### config.mk
export PLATFORM = sky130hd
export DESIGN_NAME = imu_sample_frame_encoder_top
export DESIGN_NICKNAME = d
export VERILOG_FILES = /design/src/design/isfe_pkg.sv /design/src/design/imu_sample_frame_encoder_top.sv /design/src/design/isfe_front.sv /design/src/design/isfe_back.sv
export SDC_FILE = /design/constraint.sdc
export NUM_CORES = 1
export LEC_CHECK = 0
export BUFFER_PORTS_ARGS = -buffer_cell sky130_fd_sc_hd__buf_2
export CORE_ASPECT_RATIO = 0.9
export CORE_MARGIN = 8
export CORE_UTILIZATION = 45
export CTS_CLUSTER_SIZE = 8
export DETAILED_ROUTE_END_ITERATION = 10
export PLACE_DENSITY = 0.7
export SLEW_MARGIN = 20
export SYNTH_ARGS = -nofsm -noshare
export SYNTH_HDL_FRONTEND = slang
export SYNTH_SLANG_ARGS = --single-unit
export TNS_END_PERCENT = 20
### constraint.sdc
create_clock -name clk -period 10.1 [get_ports clk]
set_input_delay 2.02 -clock clk [delete_from_list [all_inputs] [get_ports clk]]
set_output_delay 2.02 -clock clk [all_outputs]
set_load 0.01 [all_outputs]
### src/design/isfe_pkg.sv
`timescale 1ns / 1ps
// ----------------------------------------------------------------------------
// isfe_pkg
// Shared types, constants and the crc helper of the imu sample frame encoder.
// ----------------------------------------------------------------------------
package isfe_pkg;

	// frame layout
	localparam int FRAME_BYTES   = 31;
	localparam int PAYLOAD_BYTES = 24;
	localparam int HDR_BYTES     = 5;
	localparam int POS_W         = $clog2(FRAME_BYTES);

	localparam logic [POS_W-1:0] POS_MAGIC_FIRST  = POS_W'(0);
	localparam logic [POS_W-1:0] POS_MAGIC_SECOND = POS_W'(1);
	localparam logic [POS_W-1:0] POS_TYPE         = POS_W'(2);
	localparam logic [POS_W-1:0] POS_LEN_LO       = POS_W'(3);
	localparam logic [POS_W-1:0] POS_LEN_HI       = POS_W'(4);
	localparam logic [POS_W-1:0] POS_PAY_FIRST    = POS_W'(HDR_BYTES);
	localparam logic [POS_W-1:0] POS_PAY_LAST     = POS_W'(HDR_BYTES + PAYLOAD_BYTES - 1);
	localparam logic [POS_W-1:0] POS_CRC_LO       = POS_W'(HDR_BYTES + PAYLOAD_BYTES);
	localparam logic [POS_W-1:0] POS_CRC_HI       = POS_W'(FRAME_BYTES - 1);

	localparam logic [15:0] LEN_FIELD_VALUE = 16'(PAYLOAD_BYTES);
	localparam logic [15:0] CRC_INIT        = 16'hFFFF;
	localparam logic [15:0] CRC_POLY        = 16'hA001;

	// default depth of the sample queue
	localparam int QUEUE_DEPTH = 2;

	// configuration register indexes
	localparam int CFG_IDX_W = 2;
	typedef enum logic [CFG_IDX_W-1:0] {
		REG_MAGIC_FIRST  = 2'd0,
		REG_MAGIC_SECOND = 2'd1,
		REG_FRAME_TYPE   = 2'd2
	} cfg_reg_t;

	// one input word: an imu sample
	typedef struct packed {
		logic signed [31:0] time_us;
		logic signed [15:0] accel_x;
		logic signed [15:0] accel_y;
		logic signed [15:0] accel_z;
		logic signed [15:0] gyro_x;
		logic signed [15:0] gyro_y;
		logic signed [15:0] gyro_z;
		logic signed [15:0] temperature;
		logic signed [15:0] mag_x;
		logic signed [15:0] mag_y;
		logic signed [15:0] mag_z;
	} sample_t;

	// one output word: a frame byte
	typedef struct packed {
		logic [7:0] frame_byte;
		logic       last_byte;
	} result_t;

	// header bytes held in configuration registers
	typedef struct packed {
		logic [7:0] magic_first;
		logic [7:0] magic_second;
		logic [7:0] frame_type;
	} hdr_cfg_t;

	// queue head handed to the serializer
	typedef struct packed {
		logic    valid;
		sample_t sample;
	} head_t;

	// crc-16/modbus update over one byte, lsb first
	function automatic logic [15:0] crc_byte(input logic [15:0] crc, input logic [7:0] v);
		logic [15:0] c;
		c = crc ^ {8'h00, v};
		for (int b = 0; b < 8; b++) begin
			if (c[0]) begin
				c = (c >> 1) ^ CRC_POLY;
			end else begin
				c = c >> 1;
			end
		end
		return c;
	endfunction

endpackage

### src/design/imu_sample_frame_encoder_top.sv
`timescale 1ns / 1ps
// ----------------------------------------------------------------------------
// imu_sample_frame_encoder_top
// Encodes imu samples into 31-byte frames with crc-16/modbus over the payload.
//
//   channel   handshake          payload
//   sample    push / full        sample_t, one imu sample per word
//   result    empty / pop        result_t, one frame byte per word
//   cfg       cfg_valid / ready  cfg_index, cfg_data (header byte registers)
//
// A frame is 31 bytes, one byte per cycle while pop keeps the single output
// word register drained; the next frame follows without a gap if a sample waits.
// The sample queue, two entries deep by default, takes new samples while a frame drains.
// Reset clears queue, frame position and output valid; config resets to 0.
// A stalled pop holds the output word and stops the serializer only.
// ----------------------------------------------------------------------------
module imu_sample_frame_encoder_top import isfe_pkg::*; #(
	parameter int DEPTH = QUEUE_DEPTH
) (
	input  logic                 clk,
	input  logic                 arst_n,
	input  logic                 push,
	output logic                 full,
	input  sample_t              sample,
	output logic                 empty,
	input  logic                 pop,
	output result_t              result,
	input  logic                 cfg_valid,
	output logic                 cfg_ready,
	input  logic [CFG_IDX_W-1:0] cfg_index,
	input  logic [7:0]           cfg_data
);

	hdr_cfg_t hdr_q;
	head_t    head;
	logic     take;

	assign cfg_ready = 1'b1;

	// header byte registers
	always_ff @(posedge clk or negedge arst_n) begin
		if (!arst_n) begin
			hdr_q <= '0;
		end else if (cfg_valid && cfg_ready) begin
			case (cfg_index)
				REG_MAGIC_FIRST:  hdr_q.magic_first  <= cfg_data;
				REG_MAGIC_SECOND: hdr_q.magic_second <= cfg_data;
				REG_FRAME_TYPE:   hdr_q.frame_type   <= cfg_data;
				default:          hdr_q <= hdr_q;
			endcase
		end
	end

	// sample queue
	isfe_front #(
		.DEPTH(DEPTH)
	) u_front (
		.clk    (clk),
		.arst_n (arst_n),
		.push   (push),
		.full   (full),
		.sample (sample),
		.head   (head),
		.take   (take)
	);

	// frame serializer
	isfe_back u_back (
		.clk    (clk),
		.arst_n (arst_n),
		.head   (head),
		.take   (take),
		.hdr    (hdr_q),
		.empty  (empty),
		.pop    (pop),
		.result (result)
	);

endmodule

### src/design/isfe_front.sv
`timescale 1ns / 1ps
// ----------------------------------------------------------------------------
// isfe_front
// Accepts samples and holds them in a short register queue for the serializer.
// ----------------------------------------------------------------------------
module isfe_front import isfe_pkg::*; #(
	parameter int DEPTH = QUEUE_DEPTH // 2 or more
) (
	input  logic    clk,
	input  logic    arst_n,
	input  logic    push,
	output logic    full,
	input  sample_t sample,
	output head_t   head,
	input  logic    take
);

	localparam int PTR_W = $clog2(DEPTH);
	localparam int CNT_W = $clog2(DEPTH + 1);
	localparam logic [PTR_W-1:0] PTR_LAST = PTR_W'(DEPTH - 1);
	localparam logic [CNT_W-1:0] CNT_FULL = CNT_W'(DEPTH);

	sample_t          mem_q [DEPTH];
	logic [PTR_W-1:0] wr_ptr_q;
	logic [PTR_W-1:0] rd_ptr_q;
	logic [CNT_W-1:0] count_q;
	logic             push_ok;

	assign full    = (count_q == CNT_FULL);
	assign push_ok = push && !full;

	assign head.valid  = (count_q != '0);
	assign head.sample = mem_q[rd_ptr_q];

	// sample storage
	always_ff @(posedge clk) begin
		if (push_ok) begin
			mem_q[wr_ptr_q] <= sample;
		end
	end

	// pointers and fill count
	always_ff @(posedge clk or negedge arst_n) begin
		if (!arst_n) begin
			wr_ptr_q <= '0;
			rd_ptr_q <= '0;
			count_q  <= '0;
		end else begin
			if (push_ok) begin
				wr_ptr_q <= (wr_ptr_q == PTR_LAST) ? '0 : wr_ptr_q + 1'b1;
			end
			if (take) begin
				rd_ptr_q <= (rd_ptr_q == PTR_LAST) ? '0 : rd_ptr_q + 1'b1;
			end
			case ({push_ok, take})
				2'b10:   count_q <= count_q + 1'b1;
				2'b01:   count_q <= count_q - 1'b1;
				default: count_q <= count_q;
			endcase
		end
	end

	// checks
	a_take_nonempty: assert property (@(posedge clk) disable iff (!arst_n)
		take |-> count_q != '0) else $error("take from empty sample queue");
	a_count_range: assert property (@(posedge clk) disable iff (!arst_n)
		count_q <= CNT_FULL) else $error("sample queue count overflow");
	a_count_track: assert property (@(posedge clk) disable iff (!arst_n)
		push_ok && !take |=> count_q == $past(count_q) + 1'b1)
		else $error("sample queue lost a push");

endmodule

### src/design/isfe_back.sv
`timescale 1ns / 1ps
// ----------------------------------------------------------------------------
// isfe_back
// Serializes the queue head into a 31-byte frame with running crc, one byte
// per cycle while the output is empty or popped, into a one-word output register.
// ----------------------------------------------------------------------------
module isfe_back import isfe_pkg::*; (
	input  logic     clk,
	input  logic     arst_n,
	input  head_t    head,
	output logic     take,
	input  hdr_cfg_t hdr,
	output logic     empty,
	input  logic     pop,
	output result_t  result
);

	logic [POS_W-1:0]         pos_q;
	logic [15:0]              crc_q;
	logic                     out_valid_q;
	result_t                  out_q;
	logic                     produce;
	logic [7:0]               byte_sel;
	logic [8*PAYLOAD_BYTES-1:0] payload;
	logic [POS_W-1:0]         pay_idx;
	logic                     in_payload;

	// payload bytes, every field little-endian in input order
	assign payload = {head.sample.mag_z, head.sample.mag_y, head.sample.mag_x,
		head.sample.temperature, head.sample.gyro_z, head.sample.gyro_y,
		head.sample.gyro_x, head.sample.accel_z, head.sample.accel_y,
		head.sample.accel_x, head.sample.time_us};
	assign pay_idx    = pos_q - POS_PAY_FIRST;
	assign in_payload = (pos_q >= POS_PAY_FIRST) && (pos_q <= POS_PAY_LAST);

	// a byte moves into the output register when a sample is at the queue head and the register is free or being drained
	assign produce = head.valid && (!out_valid_q || pop);
	assign take    = produce && (pos_q == POS_CRC_HI);
	assign empty   = !out_valid_q;
	assign result  = out_q;

	// byte select for the current frame position
	always_comb begin
		case (pos_q)
			POS_MAGIC_FIRST:  byte_sel = hdr.magic_first;
			POS_MAGIC_SECOND: byte_sel = hdr.magic_second;
			POS_TYPE:         byte_sel = hdr.frame_type;
			POS_LEN_LO:       byte_sel = LEN_FIELD_VALUE[7:0];
			POS_LEN_HI:       byte_sel = LEN_FIELD_VALUE[15:8];
			POS_CRC_LO:       byte_sel = crc_q[7:0];
			POS_CRC_HI:       byte_sel = crc_q[15:8];
			default:          byte_sel = payload[8*pay_idx +: 8];
		endcase
	end

	// output word register
	always_ff @(posedge clk) begin
		if (produce) begin
			out_q.frame_byte <= byte_sel;
			out_q.last_byte  <= (pos_q == POS_CRC_HI);
		end
	end

	// frame position, running crc and output valid
	always_ff @(posedge clk or negedge arst_n) begin
		if (!arst_n) begin
			pos_q       <= '0;
			crc_q       <= CRC_INIT;
			out_valid_q <= 1'b0;
		end else begin
			if (produce) begin
				out_valid_q <= 1'b1;
				pos_q       <= (pos_q == POS_CRC_HI) ? '0 : pos_q + 1'b1;
				if (pos_q == POS_MAGIC_FIRST) begin
					crc_q <= CRC_INIT;
				end else if (in_payload) begin
					crc_q <= crc_byte(crc_q, byte_sel);
				end
			end else if (pop) begin
				out_valid_q <= 1'b0;
			end
		end
	end

	// checks
	a_pos_range: assert property (@(posedge clk) disable iff (!arst_n)
		pos_q <= POS_CRC_HI) else $error("frame position out of range");
	a_head_held: assert property (@(posedge clk) disable iff (!arst_n)
		pos_q != POS_MAGIC_FIRST |-> head.valid) else $error("sample lost mid-frame");
	a_last_flag: assert property (@(posedge clk) disable iff (!arst_n)
		produce |=> out_q.last_byte == ($past(pos_q) == POS_CRC_HI))
		else $error("last byte flag misplaced");
	a_crc_start: assert property (@(posedge clk) disable iff (!arst_n)
		produce && pos_q == POS_MAGIC_FIRST |=> crc_q == CRC_INIT)
		else $error("crc not restarted at frame start");

endmodule
; ---- After elaboration in Yosys (flattened, before gate mapping)
; Memories as Yosys holds them, arrays and structs flattened.
; Index checks and enable logic that the tools add are counted.
[word_totals]
wordCells = 98
ff_bits = 59
ram_bits = 384
input_bits = 207
mem_count = 1
[classes]
n_bitwise = 9
shifts = 1
n_addsub = 6
n_eq_ne = 11
n_reduce_logical = 17
order_cmp = 2
muxes = 40
[memory_table]
columns = memory, words, width, rd, rd_ports_with_merged_regs, wr, line
row1 = u_front.mem_q, 2, 192, 1, 0, 1, isfe_front.sv:23  ; sample_t mem_q [DEPTH];
[op_table]
columns = operator, n
row1 = $mux 16, 31
row2 = $shiftx 192x9->8, 1
row3 = $pmux 8 s7, 1
row4 = $not 2->3, 8
row5 = $xor 16x8->16, 1
row6 = $eq 5x2->1 const B, 2
row7 = $eq 5x5->1 const B, 2
row8 = $reduce_and 2->1, 4
row9 = $reduce_bool 2->1, 4
row10 = $eq 2x2->1 const B, 3
row11 = $mux 1, 6
row12 = $add 5x1->5 const B, 1
row13 = $eq 5x1->1 const B, 1
row14 = $eq 5x3->1 const B, 1
row15 = $ge 5x3->1 const B, 1
row16 = $le 5x5->1 const B, 1
row17 = $logic_not 5->1, 1
row18 = $mux 5, 1
row19 = $sub 5x3->5 const B, 1
row20 = $eq 2x1->1 const B, 2
row21 = $logic_and 1x1->1, 4
row22 = $pmux 2 s2, 1
row23 = $add 1x1->1 const B, 2
row24 = $add 2x1->2 const B, 1
row25 = 4 further kinds, 5

; ---- Longest topological paths before layout
; Gate-level depths: netlist of run 1.
[depth]
ltp_word = 43
ltp_mapped = 19

; ---- Modules after synthesis
; Synthesis of run 1 repeated with hierarchy kept, for this count alone.
[hier_totals]
hier_cells = 1006
hier_area_um2 = 18700.4
[modules_own_cells]
columns = mod, instances, seq_area_each_um2, cells_each, area_per_inst_um2
row1 = isfe_front, 1, 11631.2, 614, 14066.0
row2 = isfe_back, 1, 840.8, 339, 3711.1
row3 = imu_sample_frame_encoder_top, 1, 600.6, 53, 923.4

; ---- Worst setup path before layout of run 1
; OpenSTA, ideal clock, no wires.
[synth_timing]
kind = input to register
start = input push
end = memory u_front.mem_q[0][0] (netlist name), enable pin
path_slack_ps = -722
arrival_ps = 10075
required_time_ps = 9353
path_stages = 2
cell_sequence = nand2_1 -> nor2_1
[synth_between]
elab_chain_cells = 3
[synth_rtl]
columns = element, line
row1 = "start, declared", imu_sample_frame_encoder_top.sv:22  ; input logic push,
row2 = $logic_and 1x1->1, isfe_front.sv:30  ; assign push_ok = push && !full;
row3 = $mux 1, isfe_front.sv:37  ; if (push_ok) begin
row4 = $mux 1 (implied by the code), isfe_front.sv:38  ; mem_q[wr_ptr_q] <= sample;
row5 = "end, declared", isfe_front.sv:23
; No other way between the ends.

; ---- Worst setup path in the final report of run 1
[layout_timing]
start = register u_front.rd_ptr_q
end = register u_back.crc_q[0]
[layout_between]
elab_chain_cells = 36
[layout_rtl]
columns = element, line
row1 = "start, declared", isfe_front.sv:25  ; logic [PTR_W-1:0] rd_ptr_q;
row2 = "start signal, assigned", isfe_front.sv:53  ; rd_ptr_q <= (rd_ptr_q == PTR_LAST) ? '0 : rd_ptr_q + 1'b1;
row3 = $mem_v2 2x192 (*), -
row4 = $shiftx 192x9->8 (*), isfe_back.sv:52  ; default: byte_sel = payload[8*pay_idx +: 8];
row5 = $pmux 8 s7 (*), isfe_back.sv:44  ; case (pos_q)
row6 = $xor 16x8->16 (*), isfe_pkg.sv:76  ; c = crc ^ {8'h00, v};
row7 = $mux 16 (*), isfe_pkg.sv:78  ; if (c[0]) begin
row8 = $mux 16 (*), isfe_back.sv:76  ; end else if (in_payload) begin
row9 = $mux 16 (*), isfe_back.sv:74  ; if (pos_q == POS_MAGIC_FIRST) begin
row10 = $mux 16 (*), isfe_back.sv:71  ; if (produce) begin
row11 = (+20 left out), -
row12 = $not 2->3 (no line) or $mux 16 (tied branches), -
row13 = $mux 16 (*), isfe_pkg.sv:78
row14 = $mux 16 (*), isfe_back.sv:76
row15 = $mux 16 (*), isfe_back.sv:74
row16 = $mux 16 (*), isfe_back.sv:71
row17 = $mux 16 (*), isfe_pkg.sv:78
row18 = $mux 16 (*), isfe_back.sv:76
row19 = $mux 16 (*), isfe_back.sv:74
row20 = "end signal, assigned", isfe_back.sv:77  ; crc_q <= crc_byte(crc_q, byte_sel);
row21 = "end, declared", isfe_back.sv:19  ; logic [15:0] crc_q;
; Mark *: on every way between the ends. The rest lies on a longest branch, timed or not. The select of a mux whose other input is x is not followed.
; A chain may end at the register's enable or synchronous reset.

==> flow_summary.ini, run 1 <==
[power_and_ir_drop]
total_power_uw = 7710
peakVddDrop_mv = 0.352
power_frac_comb_pct = 40.1
p_sw_uw = 2560
p_int_uw = 5150
leakagePower_uw = 0.00754
p_sw_share_pct = 33.2
clkPwrFrac_pct = 23.4
powerDensity_nw_per_um2 = 362
power_frac_seq_pct = 36.5

[grt]
use_met1_pct = 24.0
met3_usage_pct = 3.80
grt_pass1_wl_um = 61500
grt.overflow.total = 0
grt_max_degree = 168
use_met2_pct = 27.9
busiest_layer = met2
grt_pass1_vias = 10157
grt_usage_pct = 17.5
antenna_found_initial = 1

[sta]
fin_tns_setup_ns = 0
setup_ws_ns = 5.25
drv_slew = 0
rsz0062_at_grt = false
period_share_pct = 48.0
slew_headroom_pct = 27.4
fmax_mhz = 206
worstMarginPinSlew_ns = 1.09
finalSetupViolCount = 0
fin_skew_ns = 0.0215
whs_ns = 0.500
finalHoldViolCount = 0
finalCriticalPeriod_ns = 4.85

[drt]
routed_wl_um = 40700
wire_per_inst_um = 23.7
drc = 0
vias = 9450
vias_per_cell = 5.49
detail-route-antenna-nets = 0
firstDrtPassIters = 5
drt_iter0_drc = 786

[placed_design]
globalplace.congestion = 0.856
dp_slack_ns = 5.19
hpwl_um = 27400
placed_cell_area_um2 = 19600
portBuffers = 217

[yosys]
synth_warnings = 0
synth_ff_type = edfxtp_1
async_flop_share_pct = 11.3
yosysSeqAreaShare_pct = 72.5
synthAdderAreaFrac_pct = 0.347
syn_area_um2 = 18000
synth_nets = 1122
ys_ff_latch = 443
synth_xor_area_share_pct = 1.91
synthSimpleGateAreaFrac_pct = 3.64
synth_top_area_share_pct = 65.5
syn_area_per_cell_um2 = 19.8
synth_area_leaders = edfxtp_1 (65%), mux4_2 (11%), dfrtp_1 (4.7%), dfstp_2 (2.3%), mux2_2 (2.1%)
synth_edf_count = 393
synth_top_family_by_area = multiplexers
synth_cell_types = 70
synth_top_area_cell = edfxtp_1
netlist_instances = 910
synth_compound_area_share_pct = 4.01
synthMuxAreaShare_pct = 15.6

[die]
die_y_um = 206
dieArea_um2 = 46700
rows = 69
coreArea_um2 = 39500
pin_count = 219
start_util_pct = 45.7
die_w_um = 227

[cells_and_area]
nets = 1373
seq_area_um2 = 13100
multi_input_area_um2 = 4650
fillers = 3078
area_delta_synth_final_pct = 18.3
final_common_cell = edfxtp_1
stdcell_area_um2 = 21300
layout-drive-gt1-share_pct = 38.6
n_antenna_cell = 0
final_cell_mix = edfxtp_1 (393), buf_2 (217), mux4_2 (88)

[clock_network]
cts_sinks = 443
cts_setup_buffers = 0
cts_buffers = 61
clk_pin_slew_ns = 0.05
htreeDepth = 2
cts-resized-gates = 0
clk_path_buf_depth = 3
postCtsHoldBufs = 0
cts-root-buf = clkbuf_16
insertion_delay_ns = 0.59
cts_tree = built

[critical_path]
cpPeakStageDelay_ns = 0.79
critical_path_peak_fanout = 43
reg2regPathDepth = 10
cp.required_ns = 10.61
cp_data_arrival_time_ns = 5.36
cp-end-kind = register
crit_slowest_cell = dfrtp_4
cp_cell_sequence = buf_4, buf_4, mux4_2, mux4_2, a211oi_2, xnor2_1, xnor2_2, xnor2_2, xnor3_1, o22a_1
start_kind = register
crit_type = register to register

[worst_hold_path]
hp-class = register to register
hold_depth = 2

[run_status]
run_status = completed

[run]
drv_cap = 0
cells in the mapped netlist (3+ instances only):
cell type,instances
or3_1,3
edfxtp_1,393
buf_8,3
dfstp_2,16
nor4b_1,3
xnor2_2,3
dfrtp_1,34
nand2b_1,3
nor3_1,5
buf_4,11
or2_2,3
mux2i_1,23
buf_2,14
o21ai_0,9
and2_1,7
a222oi_1,7
mux4_2,88
o22a_1,8
nand3b_1,4
o21ai_1,3
o22ai_1,4
nor2b_1,8
a21oi_1,16
nor2_1,37
nand4_1,3
buf_6,3
mux2_2,33
mux4_1,9
inv_1,7
nand3_1,3
xor2_1,6
a31oi_1,4
nand2_1,39
a22oi_1,11
a211oi_1,7
clkbuf_1,9
and3_1,7
xnor2_1,18
ha_1,5
flip-flops by register name (all words and copies together), names as in the netlist:
signal,count
u_back.pos_q,5
u_front.wr_ptr_q,1
u_front.mem_q,384
hdr_q,24
u_back.result,9
u_back.crc_q,16
u_front.rd_ptr_q,1
u_front.count_q,2
u_back.out_valid_q,1
final cells by class:
cell class	count	area share [%]
clock buffers	88	7.73
well taps	532	3.12
clock inverters	3	0.205
flip-flops and latches	443	61.3
inverters	8	0.141
repair buffers	231	5.66
multi-input cells	416	21.8
power groups by stage:
stage | Sequential, uW | Combinational [uW] | Clock, uW
finish | 2820 | 3090 | 1800
global route | 2860 | 3320 | 1930
CTS | 2820 | 3130 | 1850
detailed placement | 2850 | 3110 | 0
global placement | 2830 | 3070 | 0
floorplan | 2790 | 2450 | 0
final timing paths:
kind,from,endpoint,slack [ns]
min in group asynchronous,arst_n,hdr_q[12],1.54
min,u_back.out_valid_q,u_back.out_valid_q,0.50
max in group asynchronous,arst_n,u_back.pos_q[0],8.06
max reg2reg,u_front.rd_ptr_q,u_back.crc_q[0],5.25
max,u_front.rd_ptr_q,u_back.crc_q[0],5.25
min reg2reg,u_back.out_valid_q,u_back.out_valid_q,0.50
critical path, delay by kind of cell (launching register included):
kind / cells / cell delay, ns
compound gates: 2 / 0.47
xor+xnor: 4 / 1.02
buf+inv: 2 / 1.29
flops: 1 / 0.79
mux: 2 / 1.13
per-stage QoR:
step                std cells  util, %
global route             1721     54.0
detailed placement       1630     49.7
CTS                      1721     54.0
global placement         1630     49.7
floorplan                 910        -
finish                   1721     54.0
metal layers:
layer  vias to the layer above  wire length (um)
li1                       4236                 -
met4                         2               933
met2                       304             19600
met5                         -                 8
met3                        61              2450
met1                      4847             17700
kinds of logic (layout without fill, tap and decap cells):
logic type	after synthesis	count (layout)
AO/OA/AOI/OAI	94	94
XOR/XNOR	31	31
adder cells (fa/ha/maj)	5	5
buffers and inverters	51	330
flip-flops	443	443
multiplexers	153	153
other	1	1
AND/OR/NAND/NOR	132	132
(Power assumes the default switching activity.)
==> inputs of run 2 (changes only) <==
--- a/config.mk
+++ b/config.mk
@@ -11,7 +11,7 @@
 export CORE_UTILIZATION = 45
 export CTS_CLUSTER_SIZE = 8
 export DETAILED_ROUTE_END_ITERATION = 10
-export PLACE_DENSITY = 0.7
+export PLACE_DENSITY = 0.67
 export SLEW_MARGIN = 20
 export SYNTH_ARGS = -nofsm -noshare
 export SYNTH_HDL_FRONTEND = slang
==> constraint.sdc (replaced) <==
create_clock -name clk -period 4.8 [get_ports clk]
set_input_delay 0.96 -clock clk [delete_from_list [all_inputs] [get_ports clk]]
set_output_delay 0.96 -clock clk [all_outputs]
set_load 0.01 [all_outputs]
==> flow_summary.ini, run 2 (same netlist as run 1, synthesis figures left out) <==
[run_status]
run_status = completed

[drt]
drt_iter0_drc = 725
route.top_layer_used = met5
firstDrtPassIters = 5
wl_met2_um = 19800
wire_per_inst_um = 24.0
routed_wl_um = 41700
wl_met1_um = 17700
drc = 0
vias_per_cell = 5.55
detail-route-antenna-nets = 0
vias = 9625
route.met3.wl_um = 2950

[cells_and_area]
final_cell_mix = edfxtp_1 (393), buf_2 (217), mux4_2 (88)
stdcell_area_um2 = 21400
area_delta_synth_final_pct = 19.0
nets = 1382
final_common_cell = edfxtp_1
largest_register_ffs = 384
top_regs = u_front.mem_q (384), hdr_q (24), u_back.crc_q (16)
layout-drive-gt1-share_pct = 39.0
max_flop_register = u_front.mem_q
fillers = 3085

[worst_hold_path]
hp-class = input port to async pin

[clock_network]
cts-root-buf = clkbuf_16
clk_pin_slew_ns = 0.05
cts_buffers = 61
cts_setup_buffers = 0
clk_path_buf_depth = 3
cts_tree = built
htreeDepth = 2
postCtsHoldBufs = 0
cts_sinks = 443
cts-resized-gates = 0
insertion_delay_ns = 0.61

[die]
die_y_um = 206
die_w_um = 227
start_util_pct = 45.7
pin_count = 219
coreArea_um2 = 39500
rows = 69
dieArea_um2 = 46700

[sta]
finalSetupViolCount = 0
rsz0062_at_grt = false
fmax_mhz = 241
finalCriticalPeriod_ns = 4.15
slew_headroom_pct = 36.1
period_share_pct = 86.4
worstMarginPinSlew_ns = 0.959
drv_slew = 0
fin_skew_ns = 0.0265
fin_tns_setup_ns = 0
finalHoldViolCount = 0

[critical_path]
cp.required_ns = 5.33
crit_slowest_cell = xnor3_2
cp_cell_sequence = inv_1, ha_2, xor2_4, buf_4, nor2_1, nor2_1, o22ai_1, o31ai_4, xnor2_1, xnor2_1, xnor3_2, xnor3_1, o22a_1
start_kind = register
cpPeakStageDelay_ns = 0.53
reg2regPathDepth = 13
crit_buf_inv = 2
cp-end-kind = register
cp_top_family = XOR/XNOR gates
crit_type = register to register
cp_data_arrival_time_ns = 4.67
cp.depth = 13
critical_path_peak_fanout = 21

[power_and_ir_drop]
leakagePower_uw = 0.00760
peakVddDrop_mv = 0.615
power_frac_comb_pct = 40.6
powerDensity_nw_per_um2 = 760
p_sw_share_pct = 33.1
p_int_uw = 10900
power_frac_seq_pct = 36.0
clkPwrFrac_pct = 23.4
p_sw_uw = 5390

[grt]
grt.overflow.total = 0
grt_pass1_vias = 10174
grt_pass1_wl_um = 62400
grt_max_degree = 110
grt_usage_pct = 17.8
antenna_found_initial = 11

[placed_design]
placed_cell_area_um2 = 19700
portBuffers = 217
globalplace.congestion = 0.864
hpwl_um = 28400

[run]
drv_cap = 0
[run 2: power groups by stage]
| stage | clock network [uW] | registers [uW] | logic, uW |
|---|---|---|---|
| floorplan | 0 | 5830 | 5160 |
| global placement | 0 | 5890 | 6580 |
| detailed placement | 0 | 5930 | 6650 |
| CTS | 3910 | 5870 | 6680 |
| global route | 4050 | 5950 | 7110 |
| finish | 3810 | 5860 | 6610 |
[run 2: worst register-to-register path, delay by kind of cell (launching register included)]
| family | cells | cell delay, ns |
|---|---|---|
| AOI/OAI and AO/OA | 3 | 0.63 |
| xor gates and xnor gates | 5 | 1.64 |
| adders and majority gates | 1 | 0.44 |
| buffers and inverters | 2 | 0.57 |
| DFF | 1 | 0.48 |
| and+or+nand+nor | 2 | 0.30 |
[run 2: layout make-up]
type	count	area [um^2]	area share [%]
diodes	3	7.51	0.0350
clock inverters	4	47.5	0.222
repair buffers	240	1310	6.11
clock buffers	87	1650	7.68
well taps	532	666	3.11
multi-input cells	416	4650	21.7
flip-flops and latches	443	13100	61.0
inverters	8	30.0	0.140
[run 2: through the flow]
stage	setup WS [ns]	utilization, %	hold slack, ns	power [uW]	cells
after floorplan	-1.16	-	0.463	11000	910
after global placement	0.720	50.0	0.492	12500	1639
after detailed placement	0.669	50.0	0.498	12600	1639
after CTS	0.648	54.3	0.463	16500	1730
after global routing	0.368	54.3	0.502	17100	1732
final	0.651	54.3	0.478	16300	1733
[run 2: final timing paths]
check                                     end          startpoint  slack (ns)
setup / recovery              u_back.crc_q[0]     u_back.pos_q[0]        0.65
hold / removal                u_back.pos_q[1]              arst_n        0.48
setup reg to reg              u_back.crc_q[0]     u_back.pos_q[0]        0.65
hold reg to reg            u_back.out_valid_q  u_back.out_valid_q        0.52
max in group asynchronous     u_back.pos_q[0]              arst_n        3.82
min in group clk           u_back.out_valid_q  u_back.out_valid_q        0.52
[run 2: per-layer routing]
| metal | vias to the layer above | track usage, % |
|---|---|---|
| met4 | 16 | 6.71 |
| li1 | 4250 | - |
| met1 | 4941 | 23.8 |
| met3 | 85 | 5.22 |
| met5 | - | 0 |
| met2 | 333 | 27.6 |
